`src/hw/rtl/assert_macros.svh`:
```
// Assertion helpers shared by the serializer modules.
`ifndef ASSERT_MACROS_SVH
`define ASSERT_MACROS_SVH

// Same-cycle implication, checked only out of reset.
`define ASSERT_IMPLIES(label, clk, rst_n, ante, cons) \
    label: assert property (@(posedge clk) disable iff (!rst_n) (ante) |-> (cons)) \
        else $error("assertion failed");

// Next-cycle implication, checked only out of reset.
`define ASSERT_NEXT(label, clk, rst_n, ante, cons) \
    label: assert property (@(posedge clk) disable iff (!rst_n) (ante) |=> (cons)) \
        else $error("assertion failed");

`endif

```
`src/hw/rtl/cms_pkg.sv`:
```
package cms_pkg;

    typedef enum logic [2:0] {
        OP_HEADER    = 3'd0,
        OP_TOKEN     = 3'd1,
        OP_OPT_HDR   = 3'd2,
        OP_OPT_BYTE  = 3'd3,
        OP_PAY_START = 3'd4,
        OP_PAY_BYTE  = 3'd5
    } opcode_t;

    localparam int MAX_BEATS   = 5;
    localparam int BEAT_W      = 3;
    localparam int QUEUE_DEPTH = 4;

    localparam logic [15:0] OPT_EXT1     = 16'd13;
    localparam logic [15:0] OPT_EXT2     = 16'd269;
    localparam logic [3:0]  NIB_EXT1     = 4'd13;
    localparam logic [3:0]  NIB_EXT2     = 4'd14;
    localparam logic [7:0]  PAYLOAD_MARK = 8'hFF;
    localparam logic [15:0] HDR_BYTES    = 16'd4;
    localparam logic [15:0] COUNT_MAX    = 16'hFFFF;

    // One classified item: the bytes it emits and how to report them.
    typedef struct packed {
        logic [MAX_BEATS-1:0][7:0] bytes;
        logic [BEAT_W-1:0]         nbeats;   // 1..MAX_BEATS
        logic                      emit;     // beats carry real bytes
        logic                      dropped;
        logic [15:0]               base;     // written count before this item
    } cms_entry_t;

    typedef struct packed {
        logic empty;
        logic full;
    } q_status_t;

endpackage

```
`src/hw/rtl/coap_message_serializer_core.sv`:
```
// CoAP message serializer core.
// Input channel (item_valid / item_stall): one item per beat, tagged by opcode:
// header, token byte, option header, option byte, payload start, payload byte.
// Result channel (result_valid / result_stall): one serialized byte per beat,
// with out_valid, item_dropped, last_of_run and the running total_written.
// Each item gives one to five result beats; an option header with extended
// delta and length forms gives the most; a kept header gives four, others one.
// An accepted item is first written into the item queue; each of its beats is
// then loaded from the queue head into the output register and presented there.
// Throughput: one result beat per cycle while result_stall is low, set by the
// single output register; items flow at one per cycle while each yields one
// beat, and the item queue absorbs bursts of multi-byte option headers.
// When the receiver stalls, the output beat holds and the queue fills; once
// it is full, item_stall rises until the back end drains an entry.
// Reset clears the buffer room, the byte count, the token and payload
// enables, empties the queue and drops any pending result beat.
module coap_message_serializer_core #(
    parameter int QueueDepth = cms_pkg::QUEUE_DEPTH
) (
    input  logic        clk,
    input  logic        rst_n,
    input  logic        item_valid,
    output logic        item_stall,
    input  logic [2:0]  opcode,
    input  logic [1:0]  version,
    input  logic [1:0]  msg_type,
    input  logic [3:0]  token_length,
    input  logic [7:0]  code,
    input  logic [15:0] message_id,
    input  logic [15:0] capacity,
    input  logic [7:0]  data_byte,
    input  logic [15:0] option_number,
    input  logic [15:0] option_length,
    input  logic [15:0] payload_length,
    output logic        result_valid,
    input  logic        result_stall,
    output logic [7:0]  out_byte,
    output logic        out_valid,
    output logic        last_of_run,
    output logic        item_dropped,
    output logic [15:0] total_written
);
    import cms_pkg::*;

    cms_entry_t front_entry;
    cms_entry_t head;
    q_status_t  q_status;
    logic       accept;
    logic       pop;

    // Take an item whenever the queue has a free slot.
    assign item_stall = q_status.full;
    assign accept     = item_valid && !item_stall;

    // Front: classify the item, pack its bytes, advance message state.
    cms_front u_front (
        .clk            (clk),
        .rst_n          (rst_n),
        .accept         (accept),
        .opcode         (opcode),
        .version        (version),
        .msg_type       (msg_type),
        .token_length   (token_length),
        .code           (code),
        .message_id     (message_id),
        .capacity       (capacity),
        .data_byte      (data_byte),
        .option_number  (option_number),
        .option_length  (option_length),
        .payload_length (payload_length),
        .entry          (front_entry)
    );

    // Queue: decouple item acceptance from byte emission.
    cms_queue #(
        .Depth (QueueDepth)
    ) u_queue (
        .clk        (clk),
        .rst_n      (rst_n),
        .push       (accept),
        .push_entry (front_entry),
        .pop        (pop),
        .head       (head),
        .status     (q_status)
    );

    // Back: emit one byte beat per cycle unless the result side stalls, drop the entry after its last beat.
    cms_back u_back (
        .clk           (clk),
        .rst_n         (rst_n),
        .head          (head),
        .q_status      (q_status),
        .pop           (pop),
        .result_valid  (result_valid),
        .result_stall  (result_stall),
        .out_byte      (out_byte),
        .out_valid     (out_valid),
        .last_of_run   (last_of_run),
        .item_dropped  (item_dropped),
        .total_written (total_written)
    );

endmodule

```
`src/hw/rtl/cms_front.sv`:
```
module cms_front (
    input  logic               clk,
    input  logic               rst_n,
    input  logic               accept,
    input  logic [2:0]         opcode,
    input  logic [1:0]         version,
    input  logic [1:0]         msg_type,
    input  logic [3:0]         token_length,
    input  logic [7:0]         code,
    input  logic [15:0]        message_id,
    input  logic [15:0]        capacity,
    input  logic [7:0]         data_byte,
    input  logic [15:0]        option_number,
    input  logic [15:0]        option_length,
    input  logic [15:0]        payload_length,
    output cms_pkg::cms_entry_t entry
);
    import cms_pkg::*;

    logic [15:0] room_reg, room_next;
    logic [15:0] written_reg, written_next;
    logic        token_en_reg, token_en_next;
    logic        pay_en_reg, pay_en_next;

    logic [3:0]  nib_on, nib_ol;
    logic [1:0]  ext_on, ext_ol;
    logic [15:0] on_e2, ol_e2;
    logic [7:0]  on_e1, ol_e1;
    logic [2:0]  pos;
    logic [15:0] n_emit;
    logic [15:0] hdr_room;
    logic [16:0] written_sum;

    function automatic logic [3:0] nibble_of(input logic [15:0] v);
        logic [3:0] r;
        if (v >= OPT_EXT2)
            r = NIB_EXT2;
        else if (v >= OPT_EXT1)
            r = NIB_EXT1;
        else
            r = v[3:0];
        return r;
    endfunction

    function automatic logic [1:0] ext_len(input logic [15:0] v);
        logic [1:0] r;
        if (v >= OPT_EXT2)
            r = 2'd2;
        else if (v >= OPT_EXT1)
            r = 2'd1;
        else
            r = 2'd0;
        return r;
    endfunction

    always_comb
    begin
        nib_on = nibble_of(option_number);
        nib_ol = nibble_of(option_length);
        ext_on = ext_len(option_number);
        ext_ol = ext_len(option_length);
        on_e2  = option_number - OPT_EXT2;
        ol_e2  = option_length - OPT_EXT2;
        on_e1  = 8'(option_number - OPT_EXT1);
        ol_e1  = 8'(option_length - OPT_EXT1);
        pos    = 3'd1 + {1'b0, ext_on};
        hdr_room = (capacity >= HDR_BYTES) ? capacity - HDR_BYTES : capacity;
    end

    // Classify the item and build its queue entry.
    always_comb
    begin
        entry         = '0;
        entry.nbeats  = 3'd1;
        entry.base    = written_reg;
        token_en_next = token_en_reg;
        pay_en_next   = pay_en_reg;
        case (opcode_t'(opcode))
            OP_HEADER:
            begin
                entry.base    = '0;
                pay_en_next   = 1'b0;
                token_en_next = (hdr_room >= {12'd0, token_length});
                if (capacity < HDR_BYTES)
                begin
                    entry.dropped = 1'b1;
                end
                else
                begin
                    entry.emit     = 1'b1;
                    entry.nbeats   = 3'd4;
                    entry.bytes[0] = {version, msg_type, token_length};
                    entry.bytes[1] = code;
                    entry.bytes[2] = message_id[15:8];
                    entry.bytes[3] = message_id[7:0];
                end
            end
            OP_TOKEN:
            begin
                if (token_en_reg)
                begin
                    entry.emit     = 1'b1;
                    entry.bytes[0] = data_byte;
                end
                else
                begin
                    entry.dropped = 1'b1;
                end
            end
            OP_OPT_HDR:
            begin
                entry.emit     = 1'b1;
                entry.nbeats   = 3'd1 + {1'b0, ext_on} + {1'b0, ext_ol};
                entry.bytes[0] = {nib_on, nib_ol};
                if (ext_on == 2'd2)
                begin
                    entry.bytes[1] = on_e2[15:8];
                    entry.bytes[2] = on_e2[7:0];
                end
                else if (ext_on == 2'd1)
                begin
                    entry.bytes[1] = on_e1;
                end
                if (ext_ol == 2'd2)
                begin
                    entry.bytes[pos]        = ol_e2[15:8];
                    entry.bytes[pos + 3'd1] = ol_e2[7:0];
                end
                else if (ext_ol == 2'd1)
                begin
                    entry.bytes[pos] = ol_e1;
                end
            end
            OP_OPT_BYTE:
            begin
                entry.emit     = 1'b1;
                entry.bytes[0] = data_byte;
            end
            OP_PAY_START:
            begin
                pay_en_next = 1'b0;
                if ({1'b0, payload_length} + 17'd1 > {1'b0, room_reg})
                begin
                    entry.dropped = 1'b1;
                end
                else if (payload_length != 16'd0)
                begin
                    pay_en_next    = 1'b1;
                    entry.emit     = 1'b1;
                    entry.bytes[0] = PAYLOAD_MARK;
                end
            end
            OP_PAY_BYTE:
            begin
                if (pay_en_reg)
                begin
                    entry.emit     = 1'b1;
                    entry.bytes[0] = data_byte;
                end
                else
                begin
                    entry.dropped = 1'b1;
                end
            end
            default:
            begin
                entry.emit = 1'b0;
            end
        endcase
    end

    // Room and count advance by the bytes this item emits, saturating; a header reloads the room from the capacity.
    always_comb
    begin
        n_emit      = entry.emit ? {13'd0, entry.nbeats} : 16'd0;
        written_sum = {1'b0, entry.base} + {1'b0, n_emit};
        written_next = written_sum[16] ? COUNT_MAX : written_sum[15:0];
        if (opcode_t'(opcode) == OP_HEADER)
            room_next = hdr_room;
        else if (room_reg >= n_emit)
            room_next = room_reg - n_emit;
        else
            room_next = '0;
    end

    always_ff @(posedge clk or negedge rst_n)
    begin
        if (!rst_n)
        begin
            room_reg     <= '0;
            written_reg  <= '0;
            token_en_reg <= 1'b0;
            pay_en_reg   <= 1'b0;
        end
        else if (accept)
        begin
            room_reg     <= room_next;
            written_reg  <= written_next;
            token_en_reg <= token_en_next;
            pay_en_reg   <= pay_en_next;
        end
    end

endmodule

```
`src/hw/rtl/cms_queue.sv`:
```
module cms_queue #(
    parameter int Depth = cms_pkg::QUEUE_DEPTH
) (
    input  logic                clk,
    input  logic                rst_n,
    input  logic                push,
    input  cms_pkg::cms_entry_t push_entry,
    input  logic                pop,
    output cms_pkg::cms_entry_t head,
    output cms_pkg::q_status_t  status
);
    import cms_pkg::*;
    `include "assert_macros.svh"

    localparam int PtrW = (Depth > 1) ? $clog2(Depth) : 1;
    localparam int CntW = $clog2(Depth + 1);
    localparam logic [PtrW-1:0] LastPtr = PtrW'(Depth - 1);
    localparam logic [CntW-1:0] FullCnt = CntW'(Depth);

    cms_entry_t          slots_reg [Depth];
    logic [PtrW-1:0]     wr_ptr_reg, wr_ptr_next;
    logic [PtrW-1:0]     rd_ptr_reg, rd_ptr_next;
    logic [CntW-1:0]     cnt_reg, cnt_next;

    assign head         = slots_reg[rd_ptr_reg];
    assign status.empty = (cnt_reg == '0);
    assign status.full  = (cnt_reg == FullCnt);

    always_comb
    begin
        wr_ptr_next = wr_ptr_reg;
        rd_ptr_next = rd_ptr_reg;
        cnt_next    = cnt_reg;
        if (push)
            wr_ptr_next = (wr_ptr_reg == LastPtr) ? '0 : wr_ptr_reg + 1'b1;
        if (pop)
            rd_ptr_next = (rd_ptr_reg == LastPtr) ? '0 : rd_ptr_reg + 1'b1;
        if (push && !pop)
            cnt_next = cnt_reg + 1'b1;
        else if (pop && !push)
            cnt_next = cnt_reg - 1'b1;
    end

    always_ff @(posedge clk or negedge rst_n)
    begin
        if (!rst_n)
        begin
            wr_ptr_reg <= '0;
            rd_ptr_reg <= '0;
            cnt_reg    <= '0;
        end
        else
        begin
            wr_ptr_reg <= wr_ptr_next;
            rd_ptr_reg <= rd_ptr_next;
            cnt_reg    <= cnt_next;
        end
    end

    always_ff @(posedge clk)
    begin
        if (push)
            slots_reg[wr_ptr_reg] <= push_entry;
    end

    `ASSERT_IMPLIES(a_cnt_bound, clk, rst_n, 1'b1, cnt_reg <= FullCnt)
    `ASSERT_IMPLIES(a_no_pop_empty, clk, rst_n, pop, cnt_reg != '0)
    `ASSERT_IMPLIES(a_no_push_full, clk, rst_n, push, cnt_reg != FullCnt)
    `ASSERT_NEXT(a_push_grows, clk, rst_n, push && !pop, cnt_reg == $past(cnt_reg) + 1'b1)

endmodule

```
`src/hw/rtl/cms_back.sv`:
```
module cms_back (
    input  logic                clk,
    input  logic                rst_n,
    input  cms_pkg::cms_entry_t head,
    input  cms_pkg::q_status_t  q_status,
    output logic                pop,
    output logic                result_valid,
    input  logic                result_stall,
    output logic [7:0]          out_byte,
    output logic                out_valid,
    output logic                last_of_run,
    output logic                item_dropped,
    output logic [15:0]         total_written
);
    import cms_pkg::*;
    `include "assert_macros.svh"

    logic              rv_reg;
    logic [BEAT_W-1:0] idx_reg, idx_next;
    logic [15:0]       cnt_reg, cnt_next;
    logic [7:0]        byte_reg;
    logic              valid_reg, last_reg, drop_reg;

    logic              load, have, beat_last;
    logic [15:0]       cur;

    assign have      = !q_status.empty;
    assign load      = !rv_reg || !result_stall;
    assign beat_last = (idx_reg == head.nbeats - 1'b1);
    assign pop       = load && have && beat_last;

    always_comb
    begin
        cur      = (idx_reg == '0) ? head.base : cnt_reg;
        cnt_next = (head.emit && cur != COUNT_MAX) ? cur + 16'd1 : cur;
        idx_next = beat_last ? '0 : idx_reg + 1'b1;
    end

    always_ff @(posedge clk or negedge rst_n)
    begin
        if (!rst_n)
        begin
            rv_reg  <= 1'b0;
            idx_reg <= '0;
            cnt_reg <= '0;
        end
        else if (load)
        begin
            rv_reg <= have;
            if (have)
            begin
                idx_reg <= idx_next;
                cnt_reg <= cnt_next;
            end
        end
    end

    always_ff @(posedge clk)
    begin
        if (load && have)
        begin
            byte_reg  <= head.emit ? head.bytes[idx_reg] : 8'd0;
            valid_reg <= head.emit;
            last_reg  <= beat_last;
            drop_reg  <= head.dropped;
        end
    end

    assign result_valid  = rv_reg;
    assign out_byte      = byte_reg;
    assign out_valid     = valid_reg;
    assign last_of_run   = last_reg;
    assign item_dropped  = drop_reg;
    assign total_written = cnt_reg;

    `ASSERT_IMPLIES(a_idx_in_range, clk, rst_n, have, idx_reg < head.nbeats)
    `ASSERT_IMPLIES(a_idle_byte_zero, clk, rst_n, rv_reg && !valid_reg, byte_reg == 8'd0)
    `ASSERT_IMPLIES(a_multi_only_emit, clk, rst_n, rv_reg && !last_reg, valid_reg && !drop_reg)

endmodule
```
`config.mk`:
```
export PLATFORM = sky130hd
export DESIGN_NAME = coap_message_serializer_core
export DESIGN_NICKNAME = d
export VERILOG_FILES = /design/src/hw/rtl/cms_pkg.sv /design/src/hw/rtl/coap_message_serializer_core.sv /design/src/hw/rtl/cms_front.sv /design/src/hw/rtl/cms_queue.sv /design/src/hw/rtl/cms_back.sv
export VERILOG_INCLUDE_DIRS = /design/src /design/src/hw/rtl
export SDC_FILE = /design/constraint.sdc
export NUM_CORES = 1
export LEC_CHECK = 0
export ABC_AREA = 1
export BUFFER_PORTS_ARGS = -buffer_cell sky130_fd_sc_hd__clkbuf_2
export CORE_MARGIN = 2
export CORE_UTILIZATION = 25
export DETAILED_ROUTE_END_ITERATION = 6
export GPL_ROUTABILITY_DRIVEN = 0
export RECOVER_POWER = 50
export SLEW_MARGIN = 20
export SYNTH_ARGS = -nofsm -noshare
export SYNTH_HDL_FRONTEND = slang
export SYNTH_SLANG_ARGS = --single-unit
```
`constraint.sdc`:
```
create_clock -name clk -period 12.6 [get_ports clk]
set_clock_uncertainty 0.15 [all_clocks]
set_input_delay 2.52 -clock clk [delete_from_list [all_inputs] [get_ports clk]]
set_output_delay 2.52 -clock clk [all_outputs]
set_load 0.01 [all_outputs]
```
==> results.md, run 1 <==
STA:
- The pin slew with the least headroom to its limit is 4.28 ns.
- The number of failing hold endpoints at the final stage was 0.
- The count of pins over their slew limit is between 400 and 500.
- The final cycle utilization of the critical path is 76.2%.
- The worst slew slack as a fraction of its limit is -185%.
- Setup repair after global routing left no endpoint under its margin.
- Summed over all failing endpoints, the final setup total negative slack is 0 ns.
- The fmax is 104 MHz.
- The routed design could run at a clock period as short as between 9 and 10 ns.
- Setup violations remaining at the end of the flow were counted as 0.

Floorplan:
- between 100 and 150 I/O pins were placed.
- The die boundary height is 269 µm.
- The horizontal die dimension is 269 µm.
- The core region is 69900 µm².
- The number of rows created at floorplan is 97.
- The total die area is 72600 µm².
- The initial utilization of the core area, before any placement, comes to 25.2%.

Pwr:
- The static leakage power is 0.00831 µW.
- The worst-case IR drop observed on VDD is approximately 0.10 mV.
- In this run the power density over the cells is 218 nW/µm².

Detailed routing:
- In the routed layout, each cell is associated on average with a via count of 4.59.
- The number of detailed-routing iterations run before antenna repair is 5.
- The total wire length after detailed routing is 49.4 mm.
- The count of nets left with antenna violations once routing finished came out at 0.
- The count of unresolved DRC violations after routing is 0.
- In the final routed layout, each cell accounts on average for 16.1 µm.
- After the first detailed-routing iteration, the DRC count stood at 1206.
- The routed layout has 14100 vias.

Status:
- The final reports fail on max-capacitance violations, max-slew violations.
- The run finished, with violations left.

Global routing:
- The met3 global-route usage is roughly 2.1%.
- The pin count of the biggest net entering global routing is 90.
- In the global route stage, overall resource usage came out at 13.2%.
- The wire length of the first global-routing pass is 76.5 mm.
- met2 is the most crowded layer.
- The number of global-route vias before repair came to 13100.
- The met1 demand-to-capacity share in global routing is a little under a fifth.
- The routing usage on met2 is 21.2%.
- After global routing the overflow that remains totals 0.
- The initial antenna violation count was 3.

Final layout:
- The area added between synthesis and finish is 14.7%.
- The register with the most flip-flops in the layout has 244 of them.
- The end-of-flow core utilization is 28.9%.
- The leading cell type in the layout, fill and taps excluded is sky130_fd_sc_hd__nand2_1.
- The library cells used most frequently in the layout, excluding fill and tap cells, are sky130_fd_sc_hd__nand2_1 (456), sky130_fd_sc_hd__edfxtp_1 (255), sky130_fd_sc_hd__nor2_1 (246).
- 0 antenna diodes ended up in the layout.
- The final layout contains 2270 nets.
- The share of layout cells above drive strength 1 is 10.4%.
- Leaving out filler cells and counting taps, the final layout contains approximately 3100.

CTS:
- TritonCTS built the clock tree.
- The H-tree was split into 2 levels.
- The cell sitting at the root of the clock tree is a sky130_fd_sc_hd__clkbuf_16.
- Buffers inserted during clock tree synthesis total 35.
- The maximum number of buffers from clock root to sink is 3.
- The clock input transition at the sequential cells of the worst setup and hold paths is 0.06 ns.
- After clock tree synthesis, the setup repair step added 0 buffers.
- The count of hold-fix buffers inserted at cts is 0.
- The total clock sinks is about 320.
- The clock latency reported for the late side of the worst-skew pair is 0.52 ns.
- The post-cts resize count is 0.

Critical path:
- The nature of the critical path endpoint is a flip-flop.
- For the worst setup path, the data arrival time is 9.86 ns.
- The start-to-end type of the worst setup path is reg -> reg.
- The largest fanout on the critical path is 64.
- STA classifies the critical path startpoint as a flip-flop.
- The required time of the critical path is 12.86 ns.

Yosys:
- The number of distinct library cell variants in the gate-level netlist after synthesis is 55.
- Averaged over all synthesized cells, the footprint is 8.82 µm².
- The number of flip-flops and latches in the synthesized netlist is around 320.
- The top cell type by area accounts for 43.5% of the synthesized area.
- The cell type contributing the most total cell area after synthesis is sky130_fd_sc_hd__edfxtp_1.
- The number of warnings issued by yosys is 0.
- The sequential element share of the synthesized area is 52.2%.
- The number of enable flip-flop cells after synthesis is about 260.
- In the synthesized netlist, the number of instances is 1995.
- Yosys attributes the largest share of cell area to sky130_fd_sc_hd__edfxtp_1 (43%), sky130_fd_sc_hd__nand2_1 (9.6%), sky130_fd_sc_hd__dfrtp_1 (8.7%).
- The synthesized net count is approximately 2200.
- The summed instance area of the synthesized netlist is roughly 18000 µm².
- The flip-flop cell with the highest count after synthesis is sky130_fd_sc_hd__edfxtp_1.
- After synthesis, the share of flip-flops with an asynchronous set or reset is between 10% and 20%.

Min path:
- The class of the tightest hold or removal check is reg -> reg.

Job:
- Max-cap violations in this run came to 8.

Placement:
- Port buffering added 139 buffers.
- Once placement completed, the tool counted placed cells totaling 3013.
- The placed wire-length estimate after detailed placement is between 30 and 40 mm.
==> where the power goes <==
part	internal, µW	switching [µW]	leakage, µW
Combinational	541	1230	0.00467
Clock	575	406	0.000532
Sequential	1500	146	0.00311
Total	2610	1780	0.00831
==> cells by family after synthesis <==
kind of cell / Yosys count / share of synthesized area [%]
buf+inv: 297 / 7.14
compound gates: 321 / 10.6
fa+ha+maj: 49 / 3.65
xor+xnor: 74 / 3.68
simple gates: 937 / 22.7
mux: 1 / 0.0640
flops: 316 / 52.2
==> Yosys cell counts (18+ instances only) <==
cell and n:
sky130_fd_sc_hd__nor3_1 21, sky130_fd_sc_hd__buf_2 18, sky130_fd_sc_hd__ha_1 45, sky130_fd_sc_hd__o21ai_0 150, sky130_fd_sc_hd__nand4_1 25, sky130_fd_sc_hd__dfrtp_1 61, sky130_fd_sc_hd__xor2_1 56, sky130_fd_sc_hd__nor2_1 248
sky130_fd_sc_hd__a21oi_1 53, sky130_fd_sc_hd__nand2_1 451, sky130_fd_sc_hd__o22ai_1 40, sky130_fd_sc_hd__inv_1 210, sky130_fd_sc_hd__nand3_1 126, sky130_fd_sc_hd__clkbuf_1 33, sky130_fd_sc_hd__xnor2_1 18, sky130_fd_sc_hd__edfxtp_1 255
==> area by class of cell <==
class	instances	area [µm²]
multi-input cells	1382	7150
repair buffers	153	729
clock buffers	39	933
inverters	222	840
flip-flops and latches	316	9190
well taps	940	1180
clock inverters	22	171
fillers	7454	49700
==> metrics by stage <==
stage	worst slack, ns	area (µm²)	power [µW]	hold slack [ns]
floorplan	5.96	17600	2910	0.324
global placement	5.01	19200	3430	0.341
detailed placement	4.94	19200	3440	0.340
CTS	5.48	20300	4430	0.361
global route	2.43	20200	4720	0.379
finish	3.00	20200	4390	0.358
==> metal layers <==
| metal | part of all wire, % | vias up |
|---|---|---|
| met5 | 0.089 | - |
| met4 | 1.9 | 6 |
| met3 | 6.3 | 61 |
| met2 | 45 | 437 |
| met1 | 46 | 6637 |
| li1 | - | 6958 |
==> final timing paths <==
path / from / slack (ns) / end / cells after the start
setup / recovery: u_queue.rd_ptr_reg[1] / 3.00 / u_queue.cnt_reg[1] / 13
hold / removal: u_back.total_written[3] / 0.36 / u_back.total_written[3] / 2
setup reg to reg: u_queue.rd_ptr_reg[1] / 3.00 / u_queue.cnt_reg[1] / 13
hold reg to reg: u_back.total_written[3] / 0.36 / u_back.total_written[3] / 2
max in group asynchronous: rst_n / 6.54 / u_queue.rd_ptr_reg[0] / 2
min in group asynchronous: rst_n / 3.20 / u_back.total_written[5] / 2
==> worst max-delay path: stages, from the launching register on <==
cell and delay (ns):
sky130_fd_sc_hd__dfrtp_2 0.33, sky130_fd_sc_hd__clkbuf_1 2.33, sky130_fd_sc_hd__clkinvlp_2 3.38, sky130_fd_sc_hd__a32o_1 1.02, sky130_fd_sc_hd__ha_1 0.23, sky130_fd_sc_hd__xnor2_1 0.17
sky130_fd_sc_hd__xor2_1 0.16, sky130_fd_sc_hd__nand3_1 0.23, sky130_fd_sc_hd__nor2_2 0.34, sky130_fd_sc_hd__inv_1 0.15, sky130_fd_sc_hd__ha_1 0.20, sky130_fd_sc_hd__inv_1 0.10
sky130_fd_sc_hd__fa_1 0.41, sky130_fd_sc_hd__mux2_2 0.26
Note: power is estimated with default switching activity, not from simulation.
==> inputs of run 2 (changes only) <==
--- a/config.mk
+++ b/config.mk
@@ -6,7 +6,7 @@
 export SDC_FILE = /design/constraint.sdc
 export NUM_CORES = 1
 export LEC_CHECK = 0
-export ABC_AREA = 1
+export ABC_AREA = 0
 export BUFFER_PORTS_ARGS = -buffer_cell sky130_fd_sc_hd__clkbuf_2
 export CORE_MARGIN = 2
 export CORE_UTILIZATION = 25
==> constraint.sdc (replaced) <==
create_clock -name clk -period 8.5 [get_ports clk]
set_clock_uncertainty 0.15 [all_clocks]
set_input_delay 1.7 -clock clk [delete_from_list [all_inputs] [get_ports clk]]
set_output_delay 1.7 -clock clk [all_outputs]
set_load 0.01 [all_outputs]
==> run 2 against run 1 <==
Register-to-register slack worse by 0.74 ns. Largest power group is now sequential cells. Setup slack got worse by 1.3 ns. Sequential power grew 49%. Clock power grew 39%. Critical path depth up 9. Utilization is 0.25 points higher. Highest routed layer is now met4. Count of clock-buffer cells in the layout decreased by 5. The run still ends with max-capacitance violations, max-slew violations left. Via count down 17%. Wire length down 10%.
==> results.md, run 2 <==
Status:
- The run finished, with violations left.
- The final reports fail on max-capacitance violations, max-slew violations.

CTS:
- The total clock sinks is 316.
- The TritonCTS clock tree is done.
- Counting along the longest clock path gives a buffer depth of 3.
- CTS built an H-tree with a depth of 1.
- The count of hold-fix buffers inserted at cts is 0.
- The clock latency reported for the late side of the worst-skew pair is 0.58 ns.
- The number of buffers added for setup after CTS is 0.
- The total clock buffers created by CTS is 31.
- The tree is rooted in a sky130_fd_sc_hd__clkbuf_16.
- The post-cts resize count is 0.
- After clock tree synthesis, the clock-pin slew on the worst setup and hold paths is approximately 0.070 ns.

STA:
- The minimum period implied by the final worst setup slack is 6.85 ns.
- After routing, the total negative slack on setup checks comes to 0 ns.
- The total of endpoints with negative setup slack in the final report is 0.
- The tightest hold path in the finished design has a slack of between 0.3 and 0.4 ns.
- The worst slew slack as a fraction of its limit is -186%.
- Setup repair after global routing left no endpoint under its margin.
- The fmax is 146 MHz.
- The count of pins over their slew limit was 310.
- The number of failing hold endpoints at the final stage is 0.
- The pin slew with the least headroom to its limit is around 4.3 ns.
- In the finished design, the share of the clock period the worst path needs comes to 80.6%.

Yosys:
- Yosys mapped a number of flops with a built-in enable equal to roughly 260.
- Counting every net in the synthesized netlist gives 1505.
- Sequential cells were found to cover approximately 55% of the synthesized design area.
- Yosys attributes the largest share of cell area to sky130_fd_sc_hd__edfxtp_1 (46%), sky130_fd_sc_hd__dfrtp_1 (9.1%), sky130_fd_sc_hd__mux4_2 (8.5%).
- The number of standard cells after synthesis is approximately 1300.
- The flip-flop cell with the highest count after synthesis is sky130_fd_sc_hd__edfxtp_1.
- The summed instance area of the synthesized netlist is 16700 µm².
- In this run, synthesis produced a sequential element count of 316.
- The cell type contributing the most total cell area after synthesis is sky130_fd_sc_hd__edfxtp_1.
- Summed over its instances, the top area cell type makes up 45.9% of the synthesized netlist area.
- By count the netlist is led by sky130_fd_sc_hd__edfxtp_1 (255), sky130_fd_sc_hd__nand2_1 (128), sky130_fd_sc_hd__a21oi_1 (76).
- Counting flops with an async set or reset pin after synthesis yields a share of 19.3%.
- The average cell area after synthesis is between 10 and 15 µm².
- Yosys instantiated no cell more often than sky130_fd_sc_hd__edfxtp_1.
- The synthesized netlist contains 96 unique library cells.
- The number of warnings issued by yosys is 0.

Global routing:
- The number of global-route vias before repair is 11700.
- The total global routing track utilization is 12.6%.
- After global routing the overflow that remains totals 0.
- The first global-routing pass estimated 69.3 mm of wire.
- The initial antenna violation count is 0.
- The pin count of the biggest net entering global routing is 62.

Final layout:
- From synthesis to final layout, the design area changed by 15.1%.
- The filler cell count in the final layout is roughly 6700.
- The non-filler instance count after layout is approximately 2400.
- In the final layout, the share of cells above drive strength 1 is 17.9%.
- After the last flow step, the layout net total stands at 1626.
- The library cell used most frequently in the layout, excluding fill and tap cells, is sky130_fd_sc_hd__edfxtp_1.
- In the layout the commonest cells are sky130_fd_sc_hd__edfxtp_1 (255), sky130_fd_sc_hd__nand2_1 (128), sky130_fd_sc_hd__clkbuf_2 (106).
- The number of antenna diodes in the final layout is 0.
- The register with the most flip-flops in the layout has 244 of them.

Floorplan:
- The total die area is 68900 µm².
- The initial cell density of the core is 25.3%.
- The die boundary height is approximately 260 µm.
- The count of boundary I/O pins is 140.
- The die is roughly 260 µm wide.
- The number of rows created at floorplan is 94.
- The core area is 66000 µm².

Pwr:
- The static leakage power is approximately 0.007 µW.
- The worst-case IR drop observed on VDD is ~0.23 mV.
- The total power density per cell area is 307 nW/µm².
- The post-layout total power is 5900 µW.

Min path:
- The tightest min-delay check is of the reg -> reg type.
- The end of the worst hold path is u_queue.cnt_reg[2].
- The beginning of the worst hold path is u_queue.cnt_reg[2].
- Counting instances, the worst hold path has a depth of 1.

Critical path:
- The worst register-to-register path ends at u_queue.slots_reg[2][46].
- Counting both buffers and inverters, the worst setup path holds a total of 3.
- STA puts the critical path data arrival time at around 7.2 ns.
- The worst setup path is captured at a flip-flop.
- The critical path in this run is classified as in -> reg.
- The worst register-to-register path has a setup slack of 2.26 ns.
- The critical path's most frequent cell is sky130_fd_sc_hd__nor2_1.
- Among all stages on the critical path, the largest delay is contributed by sky130_fd_sc_hd__nor4_2.
- The startpoint kind of the worst setup timing path is an input pin.
- The critical path goes through clkbuf_1 -> inv_1 -> ha_1 -> nand3b_1 -> nand3b_1 -> xor2_1 -> and2_0 -> inv_1 -> ha_1 -> nor2_1 -> nor2_1 -> a21boi_0 -> ha_1 -> fa_1 -> a21oi_1 -> nor4_2 -> nand4_1 -> nor3_1 -> nand2b_1 -> nor2_1 -> nor2_1 -> o22a_1.
- The highest cell delay on the worst timing path is 0.58 ns.
- The largest fanout on the critical path is 11.
- The required time of the critical path is between 8 and 9 ns.
- Broken down by cell family, the worst path's largest delay share belongs to simple AND/OR/NAND/NOR gates.
- The worst flop-to-flop path startpoint is u_queue.cnt_reg[2].
- The worst reg-to-reg path cell count is 6.

Job:
- The count of max-cap constraint violations is 5.

Detailed routing:
- The number of detailed-routing iterations run before antenna repair is 5.
- The average routed wire per standard cell is 18.8 µm.
- The post-detailed-route count of antenna-violating nets is 0.
- The detail-routed via count per cell is 5.00.
- The count of unresolved DRC violations after routing is 0.
- The total wire length after detailed routing is ~44 mm.
- After the first detailed-routing iteration, the DRC count stood at 1264.
- The total vias in the final route is 11800.

Placement:
- Input and output buffers added on the ports amount to 139.
- The instance count after placement with tap cells included is 2297.
- The placed wire-length estimate after detailed placement is 31.1 mm.
-- run 2: changes by cell type after synthesis, moves of 15 or more --
cell,previous run,this run
sky130_fd_sc_hd__xor2_1,56,25
sky130_fd_sc_hd__mux2i_1,0,16
sky130_fd_sc_hd__and2_1,0,24
sky130_fd_sc_hd__o22ai_1,40,16
sky130_fd_sc_hd__nand3_1,126,27
sky130_fd_sc_hd__mux4_2,0,63
sky130_fd_sc_hd__inv_1,210,61
sky130_fd_sc_hd__nor2_1,248,75
sky130_fd_sc_hd__clkbuf_1,33,48
sky130_fd_sc_hd__a21oi_1,53,76
sky130_fd_sc_hd__nand2_1,451,128
sky130_fd_sc_hd__xnor2_1,18,34
sky130_fd_sc_hd__o21ai_0,150,57
-- run 2: cells by family (layout without fill, tap and decap cells) --
family          Yosys count  count (layout)  share of synthesized area (%)
simple gates            385             385                           11.7
buf+inv                 133             278                           3.39
flops                   316             316                           55.0
xor+xnor                 59              59                           3.09
mux                      92              92                           10.6
fa+ha+maj                49              49                           3.85
compound gates          311             311                           12.4
-- run 2: routing by layer --
layer | track usage (%) | wire (µm) | part of all wire [%] | vias up
met5 | 0 | 0 | 0 | -
met4 | 3.54 | 1200 | 2.7 | 0
li1 | - | - | - | 5418
met3 | 1.34 | 2520 | 5.7 | 79
met1 | 17.9 | 20300 | 46 | 5796
met2 | 20.4 | 20300 | 46 | 476
-- run 2: cell type report --
class | count | area (µm²) | share of cell area [%]
sequential | 316 | 9190 | 47.8
multi-input combinational | 896 | 6960 | 36.2
tap | 864 | 1080 | 5.62
clock buffer | 34 | 787 | 4.09
timing repair buffer | 156 | 752 | 3.91
inverter | 65 | 244 | 1.27
clock inverter | 23 | 215 | 1.12
-- run 2: report_power, final --
part | internal (µW) | switching [µW]
clock | 762 | 597
combinational | 869 | 1240
sequential | 2180 | 260
total | 3810 | 2090
-- run 2: worst max path at each step --
stage	startpoint	to	slack, ns	cells past startpoint
floorplan	payload_length[0]	u_front.written_reg[9]	2.23	26
global placement	payload_length[0]	u_front.written_reg[9]	1.41	26
detailed placement	payload_length[0]	u_front.room_reg[15]	1.26	27
CTS	payload_length[0]	u_front.written_reg[9]	1.85	26
global route	option_number[0]	u_front.written_reg[9]	1.09	22
finish	option_number[0]	u_front.written_reg[9]	1.65	22
-- run 2: worst register-to-register path, delay by kind of cell (launching register included) --
kind / cells / cell delay [ns]
buf+inv: 3 / 4.53
flops: 1 / 0.40
simple gates: 3 / 0.61
-- run 2: stage by stage --
stage	utilization, %	instance area [µm²]	setup slack, ns
floorplan	-	16700	2.23
CTS	29.3	19300	1.85
detailed placement	27.7	18300	1.26
finish	29.1	19200	1.65
global placement	27.7	18300	1.41
global route	29.1	19200	1.09
